==> src/c8x_pkg.sv <==
`timescale 1ns / 1ps
`default_nettype none
// ----------------------------------------------------------------------------
// c8x_pkg
// Shared types, constants and the font table for the CHIP-8 execute unit.
// ----------------------------------------------------------------------------
package c8x_pkg;

    localparam int MEM_BYTES     = 4096;
    localparam int MEM_AW        = $clog2(MEM_BYTES);
    localparam int PROGRAM_START = 512;
    localparam int STACK_DEPTH   = 16;
    localparam int SAW           = (STACK_DEPTH > 1) ? $clog2(STACK_DEPTH) : 1;
    localparam int SLW           = $clog2(STACK_DEPTH + 1);
    localparam int GLYPH_ROWS    = 5;
    localparam int FONT_BYTES    = 16 * GLYPH_ROWS;

    localparam logic [1:0] ST_OK        = 2'd0;
    localparam logic [1:0] ST_UNKNOWN   = 2'd1;
    localparam logic [1:0] ST_OVERFLOW  = 2'd2;
    localparam logic [1:0] ST_UNDERFLOW = 2'd3;

    localparam logic OP_EXEC  = 1'b0;
    localparam logic OP_WRITE = 1'b1;

    localparam logic [15:0] OPC_CLS = 16'h00E0;
    localparam logic [15:0] OPC_RET = 16'h00EE;
    localparam logic [7:0]  KK_SKP  = 8'h9E;
    localparam logic [7:0]  KK_SKNP = 8'hA1;
    localparam logic [7:0]  KK_LDVD = 8'h07;
    localparam logic [7:0]  KK_LDK  = 8'h0A;
    localparam logic [7:0]  KK_LDDT = 8'h15;
    localparam logic [7:0]  KK_LDST = 8'h18;
    localparam logic [7:0]  KK_ADDI = 8'h1E;
    localparam logic [7:0]  KK_FONT = 8'h29;
    localparam logic [7:0]  KK_BCD  = 8'h33;
    localparam logic [7:0]  KK_STOR = 8'h55;
    localparam logic [7:0]  KK_LOAD = 8'h65;

    typedef struct packed {
        logic        operation;
        logic [15:0] opcode;
        logic [11:0] mem_address;
        logic [7:0]  mem_data;
        logic [15:0] keys_down;
        logic [3:0]  awaited_key;
        logic [7:0]  random_byte;
    } in_word_t;

    typedef struct packed {
        logic [15:0] next_pc;
        logic [15:0] index_value;
        logic [7:0]  flag_value;
        logic [7:0]  delay_value;
        logic [7:0]  sound_value;
        logic        clear_request;
        logic        draw_request;
        logic [7:0]  draw_x;
        logic [7:0]  draw_y;
        logic [3:0]  draw_rows;
        logic [1:0]  status;
    } out_word_t;

    typedef enum logic [3:0] {
        S_IDLE,
        S_INIT,
        S_RDX,
        S_RDY,
        S_EXEC,
        S_BCD,
        S_STR,
        S_STW,
        S_LDR,
        S_LDW,
        S_RDF,
        S_DONE
    } state_t;

    typedef struct packed {
        logic            we;
        logic [3:0]      waddr;
        logic [7:0]      wdata;
        logic [3:0]      raddr;
    } reg_ctl_t;

    typedef struct packed {
        logic              we;
        logic [MEM_AW-1:0] addr;
        logic [7:0]        wdata;
    } mem_ctl_t;

    function automatic logic [7:0] font_byte(input logic [6:0] a);
        logic [7:0] f [0:FONT_BYTES-1];
        f = '{8'hF0, 8'h90, 8'h90, 8'h90, 8'hF0, 8'h20, 8'h60, 8'h20, 8'h20, 8'h70,
              8'hF0, 8'h10, 8'hF0, 8'h80, 8'hF0, 8'hF0, 8'h10, 8'hF0, 8'h10, 8'hF0,
              8'h90, 8'h90, 8'hF0, 8'h10, 8'h10, 8'hF0, 8'h80, 8'hF0, 8'h10, 8'hF0,
              8'hF0, 8'h80, 8'hF0, 8'h90, 8'hF0, 8'hF0, 8'h10, 8'h20, 8'h40, 8'h40,
              8'hF0, 8'h90, 8'hF0, 8'h90, 8'hF0, 8'hF0, 8'h90, 8'hF0, 8'h10, 8'hF0,
              8'hF0, 8'h90, 8'hF0, 8'h90, 8'h90, 8'hE0, 8'h90, 8'hE0, 8'h90, 8'hE0,
              8'hF0, 8'h80, 8'h80, 8'h80, 8'hF0, 8'hE0, 8'h90, 8'h90, 8'h90, 8'hE0,
              8'hF0, 8'h80, 8'hF0, 8'h80, 8'hF0, 8'hF0, 8'h80, 8'hF0, 8'h80, 8'h80};
        if (a < 7'(FONT_BYTES))
            font_byte = f[a];
        else
            font_byte = 8'h00;
    endfunction

endpackage
`default_nettype wire

==> src/c8x_regfile.sv <==
`timescale 1ns / 1ps
`default_nettype none
// ----------------------------------------------------------------------------
// c8x_regfile
// Sixteen byte registers V0..VF in a one-port-read synchronous memory with
// a valid bit per entry so that reset reads as zero.
// ----------------------------------------------------------------------------
module c8x_regfile (
    input  wire logic               clk,
    input  wire logic               rst_n,
    input  wire c8x_pkg::reg_ctl_t  ctl,
    output logic [7:0]              rdata
);

    logic [7:0]  mem [0:15];
    logic [15:0] vld_reg;
    logic [7:0]  rd_reg;
    logic        rv_reg;

    always_ff @(posedge clk)
    begin
        if (ctl.we)
        begin
            mem[ctl.waddr] <= ctl.wdata;
        end
        rd_reg <= mem[ctl.raddr];
    end

    always_ff @(posedge clk or negedge rst_n)
    begin
        if (!rst_n)
        begin
            vld_reg <= '0;
            rv_reg  <= 1'b0;
        end
        else
        begin
            rv_reg <= vld_reg[ctl.raddr];
            if (ctl.we)
            begin
                vld_reg[ctl.waddr] <= 1'b1;
            end
        end
    end

    assign rdata = rv_reg ? rd_reg : 8'h00;

endmodule
`default_nettype wire

==> config.mk <==
export PLATFORM = sky130hd
export DESIGN_NAME = c8x_regfile
export DESIGN_NICKNAME = d
export VERILOG_FILES = /design/src/c8x_pkg.sv /design/src/c8x_regfile.sv
export SDC_FILE = /design/constraint.sdc
export NUM_CORES = 1
export LEC_CHECK = 0
export BUFFER_PORTS_ARGS = -buffer_cell sky130_fd_sc_hd__buf_2
export CAP_MARGIN = 20
export CORE_UTILIZATION = 60
export DETAILED_ROUTE_END_ITERATION = 7
export PLACE_DENSITY_LB_ADDON = 0.25
export SETUP_SLACK_MARGIN = 0.15
export SYNTH_ARGS = -nofsm -noshare
export SYNTH_HDL_FRONTEND = slang
export SYNTH_SLANG_ARGS = --single-unit
export TNS_END_PERCENT = 20
==> constraint.sdc <==
create_clock -name clk -period 1.4 [get_ports clk]
set_input_delay 0.07 -clock clk [delete_from_list [all_inputs] [get_ports clk]]
set_output_delay 0.07 -clock clk [all_outputs]
set_load 0.005 [all_outputs]
# After elaboration in Yosys (flattened, before gate mapping)
# Memories as Yosys holds them, arrays and structs flattened. A register that Yosys moved wholly into a read port is not among the register bits.
# Index checks and enable logic that the tools add are counted.
[word_totals] reg_bits=17 latchBits=0 ramBits=128 rom_bits=0 input_bits=19 out_inout_bits=8 wordCells=15 mem_count=1
[classes] n_addsub=0 multipliers=0 div_mod_pow=0 n_lt_le_gt_ge=3 n_eq_ne=0 shift=0 mux=7 n_bitwise=1 reduce_logical=1
[mem_list] name="mem" words=16 word_bits=8 read_ports=1 rd_clocked_by_memory_dff=1 wr=1 line_no="c8x_regfile.sv:15" text="logic [7:0] mem [0:15];"
[ops] cell="$or 16x16->16" count=1
[ops] cell="$lt 4x5->1 const B" count=2
[ops] cell="$mux 8" count=1
[ops] cell="$bmux 1 s4" count=1
[ops] cell="$demux 1 s4" count=1
[ops] cell="$ge 4x1->1 const B" count=1
[ops] cell="$mux 1" count=4
[ops] cell="$logic_and 1x1->1" count=1

# Logic depth before layout (Yosys ltp)
[logic_depth] depth_word=5 ltp_mapped=5 ltp_nobuf=3

# Worst setup path before layout
# OpenSTA, ideal clock, no wires.
[synth_timing] path_kind="input to register" from="input port ctl[14] in the netlist's numbering" to="memory mem[0][0] (enable)" setup_ns=0.385 arrival_time_ns=1.209 t_required_ns=1.015 path_slack_ns=-0.194 path_stages=2 path_buffers=0 path_cell_list="or3b_2 -> nor3_1"
[synth_rtl] element="from (decl)" line_no="c8x_regfile.sv:11" text="input wire c8x_pkg::reg_ctl_t ctl,"
[synth_rtl] element="to (decl)" line_no="c8x_regfile.sv:15"
# No word-level cell before the write port.

# Worst setup path in the final report
[layout_timing] from="register rv_reg" to="output port rdata[2]"
[layout_via] elab_chain_len=1
[layout_rtl] element="from (decl)" line_no="c8x_regfile.sv:18" text="logic rv_reg;"
[layout_rtl] element="from (signal assigned)" line_no="c8x_regfile.sv:38" text="rv_reg <= vld_reg[ctl.raddr];"
[layout_rtl] element="$mux 8" line_no="c8x_regfile.sv:46" text="assign rdata = rv_reg ? rd_reg : 8'h00;"
[layout_rtl] element="to (decl)" line_no="c8x_regfile.sv:12" text="output logic [7:0] rdata"
# Every way passes these cells.

==> results.txt <==
root buffer cell: sky130_fd_sc_hd__clkbuf_8
clock latency of the later-clocked register in the worst-skew pair: 0.52 ns
clk buf depth: 2
remaining routing DRC violations: 0
number of port buffers: 26
Top Usage Layer GRT: met2
Avg Vias per Cell: 5.99
CORE AREA: 9370 µm²
met2 usage: 35.7%
Setup crit start: rv_reg
number of nets produced by synthesis: 297
area of the die: 10,200 µm²
routed len/inst: 22.8 µm
result of the run: finished clean
NumNets Final: 367
Worst Setup End Kind: output port
floorplan row count: 35
Max transition margin: 25.9%
count of boundary I/O pins: 27
number of flip-flops under the largest register name: 128
internal portion of total power: 8.07 mW
maximum operating frequency: 735 MHz
CP Data Required Time: 1.33 ns
Initial Utilization: 62.5%
routed vias: 2,934
Worst Setup Slack post-DPL: -0.183 ns
final weighted congestion of routability-driven global placement: 0.751
proportion of power drawn by combinational gates: 7.2%
Placed Instance Area: 6330 µm²
clock buffer count from CTS: 17
Flop pwr share: 50.9%
CTS tree: yes
met1 demand-to-capacity share in global routing: 35.6%
Switching Fraction: 21.3%
power density relative to cell area: 1460 nW/µm²
share of total power in the clock network: 41.9%
final hold violation count: 0
worst min path class: in2async
portion of the post-synthesis area used by sequential elements: 75.6%
number of max-cap violations: 0
worst-case vdd ir drop: 0.836 mV
Critical Path AT: 1.29 ns
number of antenna-violating nets in the routed design: 0
transition time of the tightest slew-check pin: 1.11 ns
total overflow reported by the global router: 0
total routing usage reported by global routing: 24.8%
Post-DP HPWL: 6.77 mm
Reg clk slew, reported paths: 0.06 ns
Area growth, synth to finish: 20.1%
pin count of the biggest net entering global routing: 22
number of clock sinks: 153
setup violation total in the final timing report: 0
final cell area excluding filler cells: 7040 µm²
floorplan die width: 101 µm
antenna violations before repair: 0
wire length of the first global-routing pass: 16.9 mm
origin of the critical flop-to-flop path: mem[7][1]
length of the first detailed-routing pass in iterations: 5
count of yosys warnings during synthesis: 0
final max-slew violation count: 0
static power due to leakage: 2.42 nW
unique cell type count in the Yosys netlist: 25
kind of start point of the critical path: register
Post-CTS Repair Setup Buffers: 0
per-instance average area after synthesis: 21.1 µm²
grt met3 use: 7.56%
post-synthesis instance area: 5860 µm²
Max H-tree Level: 4
Die Span Y: 101 µm
Routed Wire Length: 11.2 mm
unrepaired setup endpoints after global routing: true
Switch Pwr: 2.18 mW
final critical-path share of the clock period: 97.2%
Critical Path Fanout Max: 8
critical path type: reg2out
count of inserted antenna diode cells: 0
min setup slack post-route: 0.0389 ns
proportion of layout cells with a drive suffix above 1: 42.4%
Yosys reg bits: 153
count of mapped cells out of synthesis: 278
final period demand of the worst path: 1.36 ns
final setup skew: 0.00892 ns
vias in the first global route: 2,928
iteration-0 DRC count of the detailed router: 241
## synthesized netlist by cell type, drive strengths merged
master | number | area (µm²)
clkdlybuf4s25 | 1 | 10.0
and2b | 1 | 7.51
clkbuf | 3 | 25.0
and2 | 9 | 56.3
edfxtp | 128 | 3840
dfrtp | 17 | 425
or2 | 16 | 100
dfxtp | 8 | 160
mux4 | 36 | 871
nor3 | 4 | 20.0
nand2 | 10 | 37.5
buf | 7 | 71.3
a22oi | 18 | 135
nor2b | 1 | 6.26
or3b | 1 | 8.76
nand3 | 1 | 5.00
nand2b | 2 | 12.5
nand3b | 2 | 15.0
nor2 | 13 | 48.8
## final cells by class
type                       count  area [µm²]
clock buffer                  18         418
clock inverter                14         150
fill                         576        2330
multi-input combinational    114        1360
sequential                   153        4430
tap                          129         161
timing repair buffer          62         523
## power groups by stage
stage	logic [mW]	clock network, mW	registers (mW)
detailed placement	0.638	0	5.30
CTS	0.688	4.36	5.21
floorplan	0.388	0	5.27
global placement	0.620	0	5.29
finish	0.733	4.30	5.22
global route	0.793	4.57	5.23
## metrics by stage
stage          instances  total power [mW]  utilization, %  hold WS [ns]  TNS, ns
2_1_floorplan        278              5.65               -        -0.226        0
3_3_place_gp         449              5.91            67.5        0.0117   -0.426
3_5_place_dp         449              5.94            67.5        0.0193   -0.547
4_1_cts              491              10.3            74.8        0.0616        0
5_1_grt              490              10.6            75.1        0.0241  -0.0423
6_report             490              10.3            75.1       0.00207        0
## routing by layer
| metal | vias to the layer above | share of wire [%] |
|---|---|---|
| met4 | 0 | 2.0 |
| met2 | 152 | 48 |
| met5 | - | 0 |
| met1 | 1494 | 41 |
| li1 | 1267 | - |
| met3 | 21 | 8.6 |
## logic make-up (layout without fill, tap and decap cells)
logic type / Yosys count / after routing / synth area share (%)
and+or+nand+nor: 60 / 60 / 5.42
muxes: 36 / 36 / 14.9
buffers and inverters: 11 / 94 / 1.82
DFF: 153 / 153 / 75.6
AOI/OAI and AO/OA: 18 / 18 / 2.31
## layout by cell type (no fill, tap or decap), types with 9 or more instances in the layout
| cell | n |
|---|---|
| sky130_fd_sc_hd__edfxtp_1 | 128 |
| sky130_fd_sc_hd__mux4_2 | 33 |
| sky130_fd_sc_hd__buf_2 | 22 |
| sky130_fd_sc_hd__buf_4 | 21 |
| sky130_fd_sc_hd__or2_2 | 16 |
| sky130_fd_sc_hd__clkbuf_16 | 16 |
| sky130_fd_sc_hd__dfrtp_1 | 16 |
| sky130_fd_sc_hd__a22oi_2 | 13 |
| sky130_fd_sc_hd__nor2_1 | 13 |
| sky130_fd_sc_hd__nand2_1 | 10 |
| sky130_fd_sc_hd__dlygate4sd3_1 | 9 |
## worst max-delay path, stage by stage, from the launching register on
cell and delay [ns]:
sky130_fd_sc_hd__dfrtp_2 0.48, sky130_fd_sc_hd__and2_4 0.18, sky130_fd_sc_hd__buf_6 0.11
## worst paths after layout
kind | end | slack, ns | cells after the start
min in group clk | mem[0][4] | 0.10 | 3
min reg2reg | vld_reg[6] | 0.47 | 1
max | rdata[2] | 0.04 | 2
max reg2reg | rd_reg[1] | 0.07 | 3
min | vld_reg[6] | 0.002 | 2
max in group asynchronous | rv_reg | 1.09 | 2
## timing repair
action	in CTS	in global routing
resized for setup	7	28
pin swaps	1	16
setup endpoints to repair	17	34
hold buffers	10	0
endpoints found under the hold margin	145	0
Power figures use the tool's default switching activity.
