## src/c8x_pkg.sv

```systemverilog
`timescale 1ns / 1ps
`default_nettype none
// ----------------------------------------------------------------------------
// c8x_pkg
// Shared types, constants and the font table for the CHIP-8 execute unit.
// ----------------------------------------------------------------------------
package c8x_pkg;

    localparam int MEM_BYTES     = 4096;
    localparam int MEM_AW        = $clog2(MEM_BYTES);
    localparam int PROGRAM_START = 512;
    localparam int STACK_DEPTH   = 16;
    localparam int SAW           = (STACK_DEPTH > 1) ? $clog2(STACK_DEPTH) : 1;
    localparam int SLW           = $clog2(STACK_DEPTH + 1);
    localparam int GLYPH_ROWS    = 5;
    localparam int FONT_BYTES    = 16 * GLYPH_ROWS;

    localparam logic [1:0] ST_OK        = 2'd0;
    localparam logic [1:0] ST_UNKNOWN   = 2'd1;
    localparam logic [1:0] ST_OVERFLOW  = 2'd2;
    localparam logic [1:0] ST_UNDERFLOW = 2'd3;

    localparam logic OP_EXEC  = 1'b0;
    localparam logic OP_WRITE = 1'b1;

    localparam logic [15:0] OPC_CLS = 16'h00E0;
    localparam logic [15:0] OPC_RET = 16'h00EE;
    localparam logic [7:0]  KK_SKP  = 8'h9E;
    localparam logic [7:0]  KK_SKNP = 8'hA1;
    localparam logic [7:0]  KK_LDVD = 8'h07;
    localparam logic [7:0]  KK_LDK  = 8'h0A;
    localparam logic [7:0]  KK_LDDT = 8'h15;
    localparam logic [7:0]  KK_LDST = 8'h18;
    localparam logic [7:0]  KK_ADDI = 8'h1E;
    localparam logic [7:0]  KK_FONT = 8'h29;
    localparam logic [7:0]  KK_BCD  = 8'h33;
    localparam logic [7:0]  KK_STOR = 8'h55;
    localparam logic [7:0]  KK_LOAD = 8'h65;

    typedef struct packed {
        logic        operation;
        logic [15:0] opcode;
        logic [11:0] mem_address;
        logic [7:0]  mem_data;
        logic [15:0] keys_down;
        logic [3:0]  awaited_key;
        logic [7:0]  random_byte;
    } in_word_t;

    typedef struct packed {
        logic [15:0] next_pc;
        logic [15:0] index_value;
        logic [7:0]  flag_value;
        logic [7:0]  delay_value;
        logic [7:0]  sound_value;
        logic        clear_request;
        logic        draw_request;
        logic [7:0]  draw_x;
        logic [7:0]  draw_y;
        logic [3:0]  draw_rows;
        logic [1:0]  status;
    } out_word_t;

    typedef enum logic [3:0] {
        S_IDLE,
        S_INIT,
        S_RDX,
        S_RDY,
        S_EXEC,
        S_BCD,
        S_STR,
        S_STW,
        S_LDR,
        S_LDW,
        S_RDF,
        S_DONE
    } state_t;

    typedef struct packed {
        logic            we;
        logic [3:0]      waddr;
        logic [7:0]      wdata;
        logic [3:0]      raddr;
    } reg_ctl_t;

    typedef struct packed {
        logic              we;
        logic [MEM_AW-1:0] addr;
        logic [7:0]        wdata;
    } mem_ctl_t;

    function automatic logic [7:0] font_byte(input logic [6:0] a);
        logic [7:0] f [0:FONT_BYTES-1];
        f = '{8'hF0, 8'h90, 8'h90, 8'h90, 8'hF0, 8'h20, 8'h60, 8'h20, 8'h20, 8'h70,
              8'hF0, 8'h10, 8'hF0, 8'h80, 8'hF0, 8'hF0, 8'h10, 8'hF0, 8'h10, 8'hF0,
              8'h90, 8'h90, 8'hF0, 8'h10, 8'h10, 8'hF0, 8'h80, 8'hF0, 8'h10, 8'hF0,
              8'hF0, 8'h80, 8'hF0, 8'h90, 8'hF0, 8'hF0, 8'h10, 8'h20, 8'h40, 8'h40,
              8'hF0, 8'h90, 8'hF0, 8'h90, 8'hF0, 8'hF0, 8'h90, 8'hF0, 8'h10, 8'hF0,
              8'hF0, 8'h90, 8'hF0, 8'h90, 8'h90, 8'hE0, 8'h90, 8'hE0, 8'h90, 8'hE0,
              8'hF0, 8'h80, 8'h80, 8'h80, 8'hF0, 8'hE0, 8'h90, 8'h90, 8'h90, 8'hE0,
              8'hF0, 8'h80, 8'hF0, 8'h80, 8'hF0, 8'hF0, 8'h80, 8'hF0, 8'h80, 8'h80};
        if (a < 7'(FONT_BYTES))
            font_byte = f[a];
        else
            font_byte = 8'h00;
    endfunction

endpackage
`default_nettype wire

```

## src/c8x_stack.sv

```systemverilog
`timescale 1ns / 1ps
`default_nettype none
// ----------------------------------------------------------------------------
// c8x_stack
// Return stack memory with registered read.
// ----------------------------------------------------------------------------
module c8x_stack (
    input  wire logic                   clk,
    input  wire logic                   we,
    input  wire logic [c8x_pkg::SAW-1:0] addr,
    input  wire logic [15:0]            wdata,
    output logic [15:0]                 rdata
);

    logic [15:0] mem [0:c8x_pkg::STACK_DEPTH-1];

    always_ff @(posedge clk)
    begin
        if (we)
        begin
            mem[addr] <= wdata;
        end
        rdata <= mem[addr];
    end

endmodule
`default_nettype wire
```

## config.mk

```make
export PLATFORM = sky130hd
export DESIGN_NAME = c8x_stack
export DESIGN_NICKNAME = d
export VERILOG_FILES = /design/src/c8x_pkg.sv /design/src/c8x_stack.sv
export SDC_FILE = /design/constraint.sdc
export NUM_CORES = 1
export LEC_CHECK = 0
export ABC_AREA = 1
export BUFFER_PORTS_ARGS = -buffer_cell sky130_fd_sc_hd__buf_4
export CORE_MARGIN = 2
export CORE_UTILIZATION = 60
export CTS_BUF_LIST = sky130_fd_sc_hd__clkbuf_16
export DETAILED_ROUTE_END_ITERATION = 12
export PLACE_DENSITY = 0.77
export SLEW_MARGIN = 20
export SYNTH_ARGS = -nofsm -noshare
export SYNTH_HDL_FRONTEND = slang
export SYNTH_SLANG_ARGS = --single-unit
```

## constraint.sdc

```tcl
create_clock -name clk -period 5.39 [get_ports clk]
set_input_delay 0.2695 -clock clk [delete_from_list [all_inputs] [get_ports clk]]
set_output_delay 0.2695 -clock clk [all_outputs]
set_load 0.05 [all_outputs]
```

# == Word level (Yosys, flattened, before mapping) ==
# Memories as Yosys holds them, arrays and structs flattened. A register that Yosys moved wholly into a read port is not among the register bits.
# Index checks and enable logic that the tools add are counted.
# totals
latchBits,0
out_inout_bits,16
mem_bits_rw,256
mem_bits_ro,0
in_bits,22
mem_count,1
word_cells,3
ff_bits,0
# memory_table
memory,depth,word_bits,read_ports,rd_clocked_by_memory_dff,wr,line,text
mem,16,16,1,1,1,c8x_stack.sv:15,logic [15:0] mem [0:c8x_pkg::STACK_DEPTH-1];
# op_classes
magnitude_cmp,0
mul,0
bitwise_logic,0
n_eq_ne,0
add_sub_neg,0
n_mux,2
shift,0
div_mod_pow,0
n_reduce_logical,0
# op_table
operator,n
1-bit 2-to-1 mux,2

# == Logic depth before layout (Yosys ltp) ==
# Gate-level depths: netlist of the first run.
# depth
word_depth,2
depth_mapped,12
ltp_nobuf,9

# == Worst setup path before layout of the first run ==
# OpenSTA, ideal clock, no wires.
# synth_timing
path_kind,in2reg
startpoint,in addr[0] in the netlist's numbering
endpoint,"mem mem[6][0], enable pin"
stages,6
n_path_buf,3
path_slack_ns,3.428
setup_ns,0.388
arrival_time_ns,1.574
cell_sequence,buf_4 inv_4 buf_8 buf_6 nand3_1 nor2_1
# synth_lines
element,line,text
start: declaration,c8x_stack.sv:10,"input wire logic [c8x_pkg::SAW-1:0] addr,"
end: declaration,c8x_stack.sv:15,
# No word-level cell before the write port.

# == Worst setup path after layout of the first run ==
# layout_timing
startpoint,in addr[0] in the netlist's numbering
endpoint,"mem mem[6][15], enable pin"
# No word-level cell before the write port.

==> flow_summary.toml, run 1 <==
[route]
drtIter0Drc = 685
viasPerCell = 5.39
num_vias = 7206
routed_wl_um = 25100
drc = 0
first_pass_iters = 5
ant_nets = 0
wl_per_cell_um = 18.8

[sta]
fin_ws_ps = 2980
final_max_slew_viol_count = 0
setup_violations = 0
worst_pin_slew_ps = 902
layout_min_cycle_time_ps = 2410
holdWs_ps = 89.4
relSlewSlack_pct = 39.8
rsz0062_at_grt = "no"
hold_violations = 0
fmax_mhz = 414
finalCritPeriodShare_pct = 44.8
fin_worst_skew_ps = 11.6
tns_ps = 0

[yosys]
syn_area_per_cell_sq_um = 10.4
synth_top_cell_by_area = "edfxtp_1"
synthDistinctLibCells = 13
yosys_register_bits = 272
yosys_warnings = 0
ys_top_cells_by_area = "edfxtp_1 (69%), nand2_1 (23%), dfxtp_1 (2.9%)"
synth_top_cell_area_share_pct = 68.9
syn-cell-area_sq_um = 11200
syn_inst = 1070
synth_nets = 1092
ys_seq_area_share_pct = 71.8

[pwr]
p_total_mw = 4.47
vdd_ir_drop_max_uv = 271
p_leak_nw = 5.24
p_per_area_nw_per_um2 = 364

[worst_setup_path]
startpoint_type = "input port"
critical_path.max_fanout = 73
critPathRequiredTime_ps = 5540
arrival_ps = 2570
end_kind = "flip-flop"
critPathKind = "in -> reg"

[clock_tree]
cts_tree = "yes"
cts_max_level = 1
postCtsHoldBufs = 0
post-cts-setup-buffers = 0
insertion_delay_ps = 530
ctsResizeCount = 0
clk_pin_slew_ps = 60
cts.path.max_buffers = 3
numCtsBuffers = 28
cts_root_buffer = "clkbuf_16"
cts.sinks = 272

[floorplan]
die_w_um = 140
die_h_um = 140
num_rows = 49
die-area_sq_um = 19700
core_sq_um = 18100
initial_core_util_pct = 61.7
ios = 38

[worst_hold_path]
hold_path_class = "in -> reg"

[cells_and_area]
drive_gt1_share_pct = 8.75
diodes = 0
syn_to_final_growth_pct = 10.2
final_nets = 1115

[global_route]
grt.overflow.total = 0
grt_max_degree = 74
antenna_found_initial = 0
first_global_vias = 6822
grtUsageTotal_pct = 25.6
grt_pass1_wl_um = 37500

[placement]
place.gp.congestion = 0.876
dp_slack_ps = 2440
portBuffers = 37
dpl.hpwl_um = 14700

[run_status]
status = "finished clean"

[flow_run]
maxCapViolCount = 0
## cell type report
type / instances / area, sq um
Inverter: 39 / 149
Sequential cell: 272 / 8010
Clock buffer: 29 / 726
Multi-Input combinational cell: 712 / 2720
Tap cell: 229 / 287
Timing Repair Buffer: 40 / 300
Clock inverter: 17 / 103
Fill cell: 1289 / 5790
## power by group
group | switching (mW) | internal [mW]
sequential | 0.0131 | 2.36
combinational | 0.255 | 0.0813
clock | 0.752 | 1.01
## critical path: stages
cell     delay (ps)
buf_4           330
inv_4           620
nand3_1         500
nor2_2          790
## through the flow
step / std cells / utilization, % / instance area (sq um)
after floorplan: 1070 / - / 11200
after global placement: 1292 / 63.4 / 11500
after detailed placement: 1292 / 63.4 / 11500
after CTS: 1338 / 68.0 / 12300
after global routing: 1338 / 68.0 / 12300
final: 1338 / 68.0 / 12300
## routing by layer
metal / vias up / GRT usage, % / part of all wire (%)
met5: - / 0 / 0
met3: 78 / 4.17 / 6.5
met2: 287 / 43.5 / 50
met1: 3375 / 33.5 / 40
li1: 3466 / - / -
met4: 0 / 9.52 / 3.6
## worst paths after layout
kind                                start  depth (start not counted)          to  slack (ps)
worst min register to register  mem[8][0]                          8    rdata[0]         710
worst max register to register  mem[6][2]                          8    rdata[2]        4250
worst min-delay path             wdata[3]                          1   mem[0][3]          90
worst max-delay path              addr[0]                          4  mem[6][15]        2980
## logic make-up after synthesis
logic type	Yosys count	synth area share, %
buf+inv	86	4.14
flops	272	71.8
simple gates	712	24.1
## cells in the mapped netlist
master,number
nand2_1,690
buf_8,1
inv_1,38
nor2_2,2
buf_4,2
inv_4,1
buf_6,11
buf_2,28
edfxtp_1,256
nor2_1,16
clkbuf_1,5
nand3_1,4
dfxtp_1,16
## state kept, by name, summed over array words and instances, names as in the netlist
name,count
mem,256
rdata,16
## cell usage in the layout (no fill, tap or decap)
cell       instances
inv_2              1
inv_4              1
edfxtp_1         256
clkbuf_16         29
bufinv_16          1
nor2_2            18
nand3_1            4
dfxtp_1           16
nand2_1          690
clkinv_4           1
clkinv_1           3
clkinv_2           6
inv_1             43
buf_4             40
Power figures use the tool's default switching activity.
==> inputs of run 2 (changes only) <==
Clock period 5.39 ns to 2.3 ns, I/O delays scaled along.
==> run 2 against run 1 <==
Against the previous run: flip-flop and latch count is the same; core utilization grew 2.7 points; highest routed layer unchanged; power rose by 130%; non-clock buffer count up 47; critical path depth decreased by 3; first-iteration DRC count grew 9.2%; clock-buffer cell count stayed put; worst setup slack got worse by 2000 ps.
==> flow_summary.toml, run 2 (synthesized netlist as in run 1, its figures left out) <==
[cells_and_area]
syn_to_final_growth_pct = 14.6
nFillCells = 1293
largest_reg_flops = 256
fin_util_pct = 70.7
register_area_sq_um = 8010
drive_gt1_share_pct = 10.7
final_nets = 1162
top_regs = "mem x256, rdata x16"
final_cell_mix = "nand2_1 (690), edfxtp_1 (256), buf_4 (64)"
top_register = "mem"
diodes = 0
multiInputGateArea_sq_um = 2720
final_common_cell = "nand2_1"

[placement]
portBuffers = 37
dp_slack_ps = 651
place.gp.congestion = 0.870
dpl.hpwl_um = 14500

[floorplan]
die_h_um = 140
num_rows = 49
die_w_um = 140
initial_core_util_pct = 61.7
core_sq_um = 18100
die-area_sq_um = 19700
ios = 38

[clock_tree]
insertion_delay_ps = 540
cts_tree = "yes"
numCtsBuffers = 28
cts.path.max_buffers = 3
cts_max_level = 1
clk_pin_slew_ps = 60
ctsResizeCount = 0
cts_root_buffer = "clkbuf_16"
cts.sinks = 272

[worst_hold_path]
min_delay_path_depth = 7
hold_path_class = "in -> reg"
hold_end = "rdata[3]"
hold_start = "addr[1]"

[route]
drc = 0
routed_wl_um = 25500
drtIter0Drc = 748
num_vias = 7406
viasPerCell = 5.34
first_pass_iters = 5
wl_per_cell_um = 18.3
ant_nets = 0

[sta]
hold_violations = 0
fmax_mhz = 756
layout_min_cycle_time_ps = 1320
fin_ws_ps = 977
finalCritPeriodShare_pct = 57.5
fin_worst_skew_ps = 7.65
setup_violations = 0
tns_ps = 0
final_max_slew_viol_count = 0
worst_pin_slew_ps = 791
holdWs_ps = 118
rsz0062_at_grt = "no"
relSlewSlack_pct = 47.2

[global_route]
met3_usage_pct = 3.97
use_met1_pct = 36.0
antenna_found_initial = 0
first_global_vias = 7151
grt.overflow.total = 0
grt_util_met2_pct = 44.7
grt_pass1_wl_um = 39600
grtUsageTotal_pct = 26.6
grt-busiest-layer = "met2"
grt_max_degree = 70

[pwr]
p_leak_nw = 5.52
vdd_ir_drop_max_uv = 898
p_per_area_nw_per_um2 = 822
p_total_mw = 10.5

[worst_setup_path]
critPathKind = "reg -> out"
critPathRequiredTime_ps = 2180
rr_startpoint = "mem[14][2]"
r2r_end = "rdata[2]"
rr_worst_depth = 8
startpoint_type = "flip-flop"
r2r_slack_ps = 1240
arrival_ps = 1210
slowest_delay_ps = 420
end_kind = "output port"
crit_chain = "buf_4"
cp_num_buf_inv = 1
slowest_stage = "dfxtp_1"
crit_family = "flip-flops"
critical_path.max_fanout = 1

[flow_run]
maxCapViolCount = 0

[run_status]
status = "finished clean"
-- run 2: cell count changes in the layout (fill, tap and decap cells not counted), sizes merged --
cell and delta:
inv +8, buf +31, dlygate4sd3 +16, clkinvlp +1, clkinv -6
-- run 2: worst max path at each step --
| stage | from | end | slack (ps) | cells after the start |
|---|---|---|---|---|
| floorplan | addr[0] | mem[6][0] | 490 | 6 |
| global placement | addr[0] | mem[2][0] | 710 | 5 |
| detailed placement | addr[0] | mem[2][0] | 650 | 5 |
| CTS | rdata[6] | rdata[6] | 970 | 1 |
| global route | rdata[6] | rdata[6] | 950 | 1 |
| finish | rdata[6] | rdata[6] | 980 | 1 |
-- run 2: power by group --
group          switching [mW]  leakage, nW  total, mW  internal, mW
registers              0.0430         2.45       5.58          5.54
clock network            1.75        0.457       4.10          2.36
logic                   0.580         2.61      0.810         0.230
total                    2.37         5.52       10.5          8.13
-- run 2: routing by layer --
layer	vias up	part of all wire, %
met3	63	6.3
li1	3561	-
met1	3530	41
met5	-	0
met4	0	3.0
met2	252	49
-- run 2: final cells by class --
| type | instances | area share, % |
|---|---|---|
| Clock buffer | 29 | 5.68 |
| Timing Repair Buffer | 87 | 6.11 |
| Sequential cell | 272 | 62.7 |
| Tap cell | 229 | 2.24 |
| Inverter | 39 | 1.17 |
| Clock inverter | 20 | 0.842 |
| Multi-Input combinational cell | 712 | 21.3 |
-- run 2: repair_timing --
action	4_1_cts	5_1_grt
endpoints found under the hold margin	256	0
setup buffers	0	0
hold buffers	16	0
-- run 2: through the flow --
stage | area, sq um | instances
after CTS | 12800 | 1388
after global routing | 12800 | 1388
final | 12800 | 1388
after global placement | 11800 | 1323
after floorplan | 11200 | 1070
after detailed placement | 11800 | 1323
==> inputs of run 3 (changes only) <==
Clock period 2.3 ns to 1.3 ns, I/O delays scaled along.
==> run 3 against run 2 <==
Against the previous run: first-iteration DRC count decreased by 0.67%; register-to-register slack got worse by 950 ps; worst hold slack improved by 6.9 ps; die area unchanged; final cell count increased by 1.7%; clock power increased by 86%; non-clock buffer count increased by 24; power increased by 82%; core utilization increased by 3.0 points; flip-flop and latch count unchanged; combinational power increased by 95%.
==> flow_summary.toml, run 3 (synthesized netlist as in run 1, its figures left out) <==
[run_status]
status = "finished clean"

[worst_setup_path]
arrival_ps = 1140
end_kind = "output port"
slowest_delay_ps = 390
crit_chain = "buf_4"
critPathRequiredTime_ps = 1240
slowest_stage = "dfxtp_1"
critPathKind = "reg -> out"
crit_family = "flip-flops"
cp_num_buf_inv = 1
startpoint_type = "flip-flop"
critical_path.max_fanout = 1

[floorplan]
core_sq_um = 18100
ios = 38
die-area_sq_um = 19700
initial_core_util_pct = 61.7
num_rows = 49
die_h_um = 140
die_w_um = 140

[clock_tree]
cts_root_buffer = "clkbuf_16"
clk_pin_slew_ps = 60
numCtsBuffers = 27
cts.path.max_buffers = 3
cts_tree = "yes"
cts.sinks = 272
insertion_delay_ps = 520
ctsResizeCount = 0
cts_max_level = 1

[sta]
finalCritPeriodShare_pct = 92.6
setup_violations = 0
tns_ps = 0
holdWs_ps = 125
fin_worst_skew_ps = 7.60
hold_violations = 0
rsz0062_at_grt = "no"
relSlewSlack_pct = 60.3
layout_min_cycle_time_ps = 1200
fmax_mhz = 831
final_max_slew_viol_count = 0
fin_ws_ps = 96.5
worst_pin_slew_ps = 595

[route]
wl_per_cell_um = 17.8
drc = 0
drtIter0Drc = 743
num_vias = 7431
routed_wl_um = 25100
ant_nets = 0
first_pass_iters = 5
viasPerCell = 5.26

[cells_and_area]
largest_reg_flops = 256
top_register = "mem"
top_regs = "mem x256, rdata x16"
final_cell_mix = "nand2_1 (690), edfxtp_1 (256), buf_4 (73)"
diodes = 0
fin_util_pct = 73.7
drive_gt1_share_pct = 13.3
syn_to_final_growth_pct = 19.5
final_nets = 1185
stdcell_count = 1412
final_common_cell = "nand2_1"

[flow_run]
maxCapViolCount = 0

[global_route]
grt_max_degree = 40
antenna_found_initial = 0
grt_util_met2_pct = 42.9
use_met1_pct = 38.0
grt_pass1_wl_um = 39700
grt.overflow.total = 0
met3_usage_pct = 3.11
grt-busiest-layer = "met2"
grtUsageTotal_pct = 26.4
first_global_vias = 7294

[placement]
place.gp.congestion = 0.854
dpl.hpwl_um = 15600
dp.cells = 1347
dp_slack_ps = 1.83
portBuffers = 37

[pwr]
p_per_area_nw_per_um2 = 1430
p_switching_mw = 4.23
internal-power_mw = 14.8
sw_frac_of_total_pct = 22.2
power_frac_comb_pct = 8.3
clkPwrFrac_pct = 39.9
vdd_ir_drop_max_uv = 1330
pwr-share-seq_pct = 51.8
p_leak_nw = 5.71

[worst_hold_path]
hold_path_class = "in -> reg"
-- run 3: cell types whose count changed in the layout (fill, tap and decap cells not counted), moves of 5 or more --
| cell | delta |
|---|---|
| buf_12 | +15 |
| nor2_4 | +18 |
| inv_1 | -7 |
| clkinv_2 | +5 |
| buf_4 | +9 |
| nor2_2 | -18 |
-- run 3: worst paths after layout --
path               startpoint         to  slack (ps)  depth (start not counted)
setup / recovery    rdata[12]  rdata[12]         100                          1
hold / removal        addr[1]  rdata[15]         120                          7
setup reg to reg  mem[15][10]  rdata[10]         290                          8
hold reg to reg    mem[0][15]  rdata[15]         690                          8
-- run 3: metal layers --
metal  vias to the layer above  share of wire (%)
met5                         -                  0
met4                         0                3.0
met3                        61                7.2
met2                       277                 48
met1                      3480                 42
li1                       3613                  -
-- run 3: area by class of cell --
cell class / count / area (sq um)
clock buffers: 27 / 676
fillers: 1184 / 4760
well taps: 229 / 287
multi-input cells: 712 / 2860
clock inverters: 22 / 196
inverters: 39 / 149
repair buffers: 111 / 1150
flip-flops and latches: 272 / 8010
-- run 3: power by group through the flow --
stage               combinational (mW)  sequential, mW  clock [mW]
finish                            1.58            9.87        7.62
global route                      1.73            9.88        8.00
CTS                               1.58            9.87        7.67
detailed placement                1.53            10.1           0
global placement                  1.50            10.0           0
floorplan                        0.734            10.2           0
-- run 3: tightest hold or removal path: stages --
cell,delay [ps]
buf_4,180
nand2_1,70
nand2_1,110
nand2_1,60
nand2_1,50
inv_1,30
nand2_1,50
-- run 3: timing repair --
| item | 4_1_cts | 5_1_grt |
|---|---|---|
| hold endpoints to repair | 256 | 0 |
| endpoints found under the setup margin | 0 | 0 |
| hold buffers | 16 | 0 |
| buffers inserted | 0 | 0 |
-- run 3: stage by stage --
step	total power, mW	area [sq um]
after global routing	19.6	13300
after CTS	19.1	13300
after global placement	11.5	12300
after detailed placement	11.6	12300
final	19.1	13300
after floorplan	11.0	11400
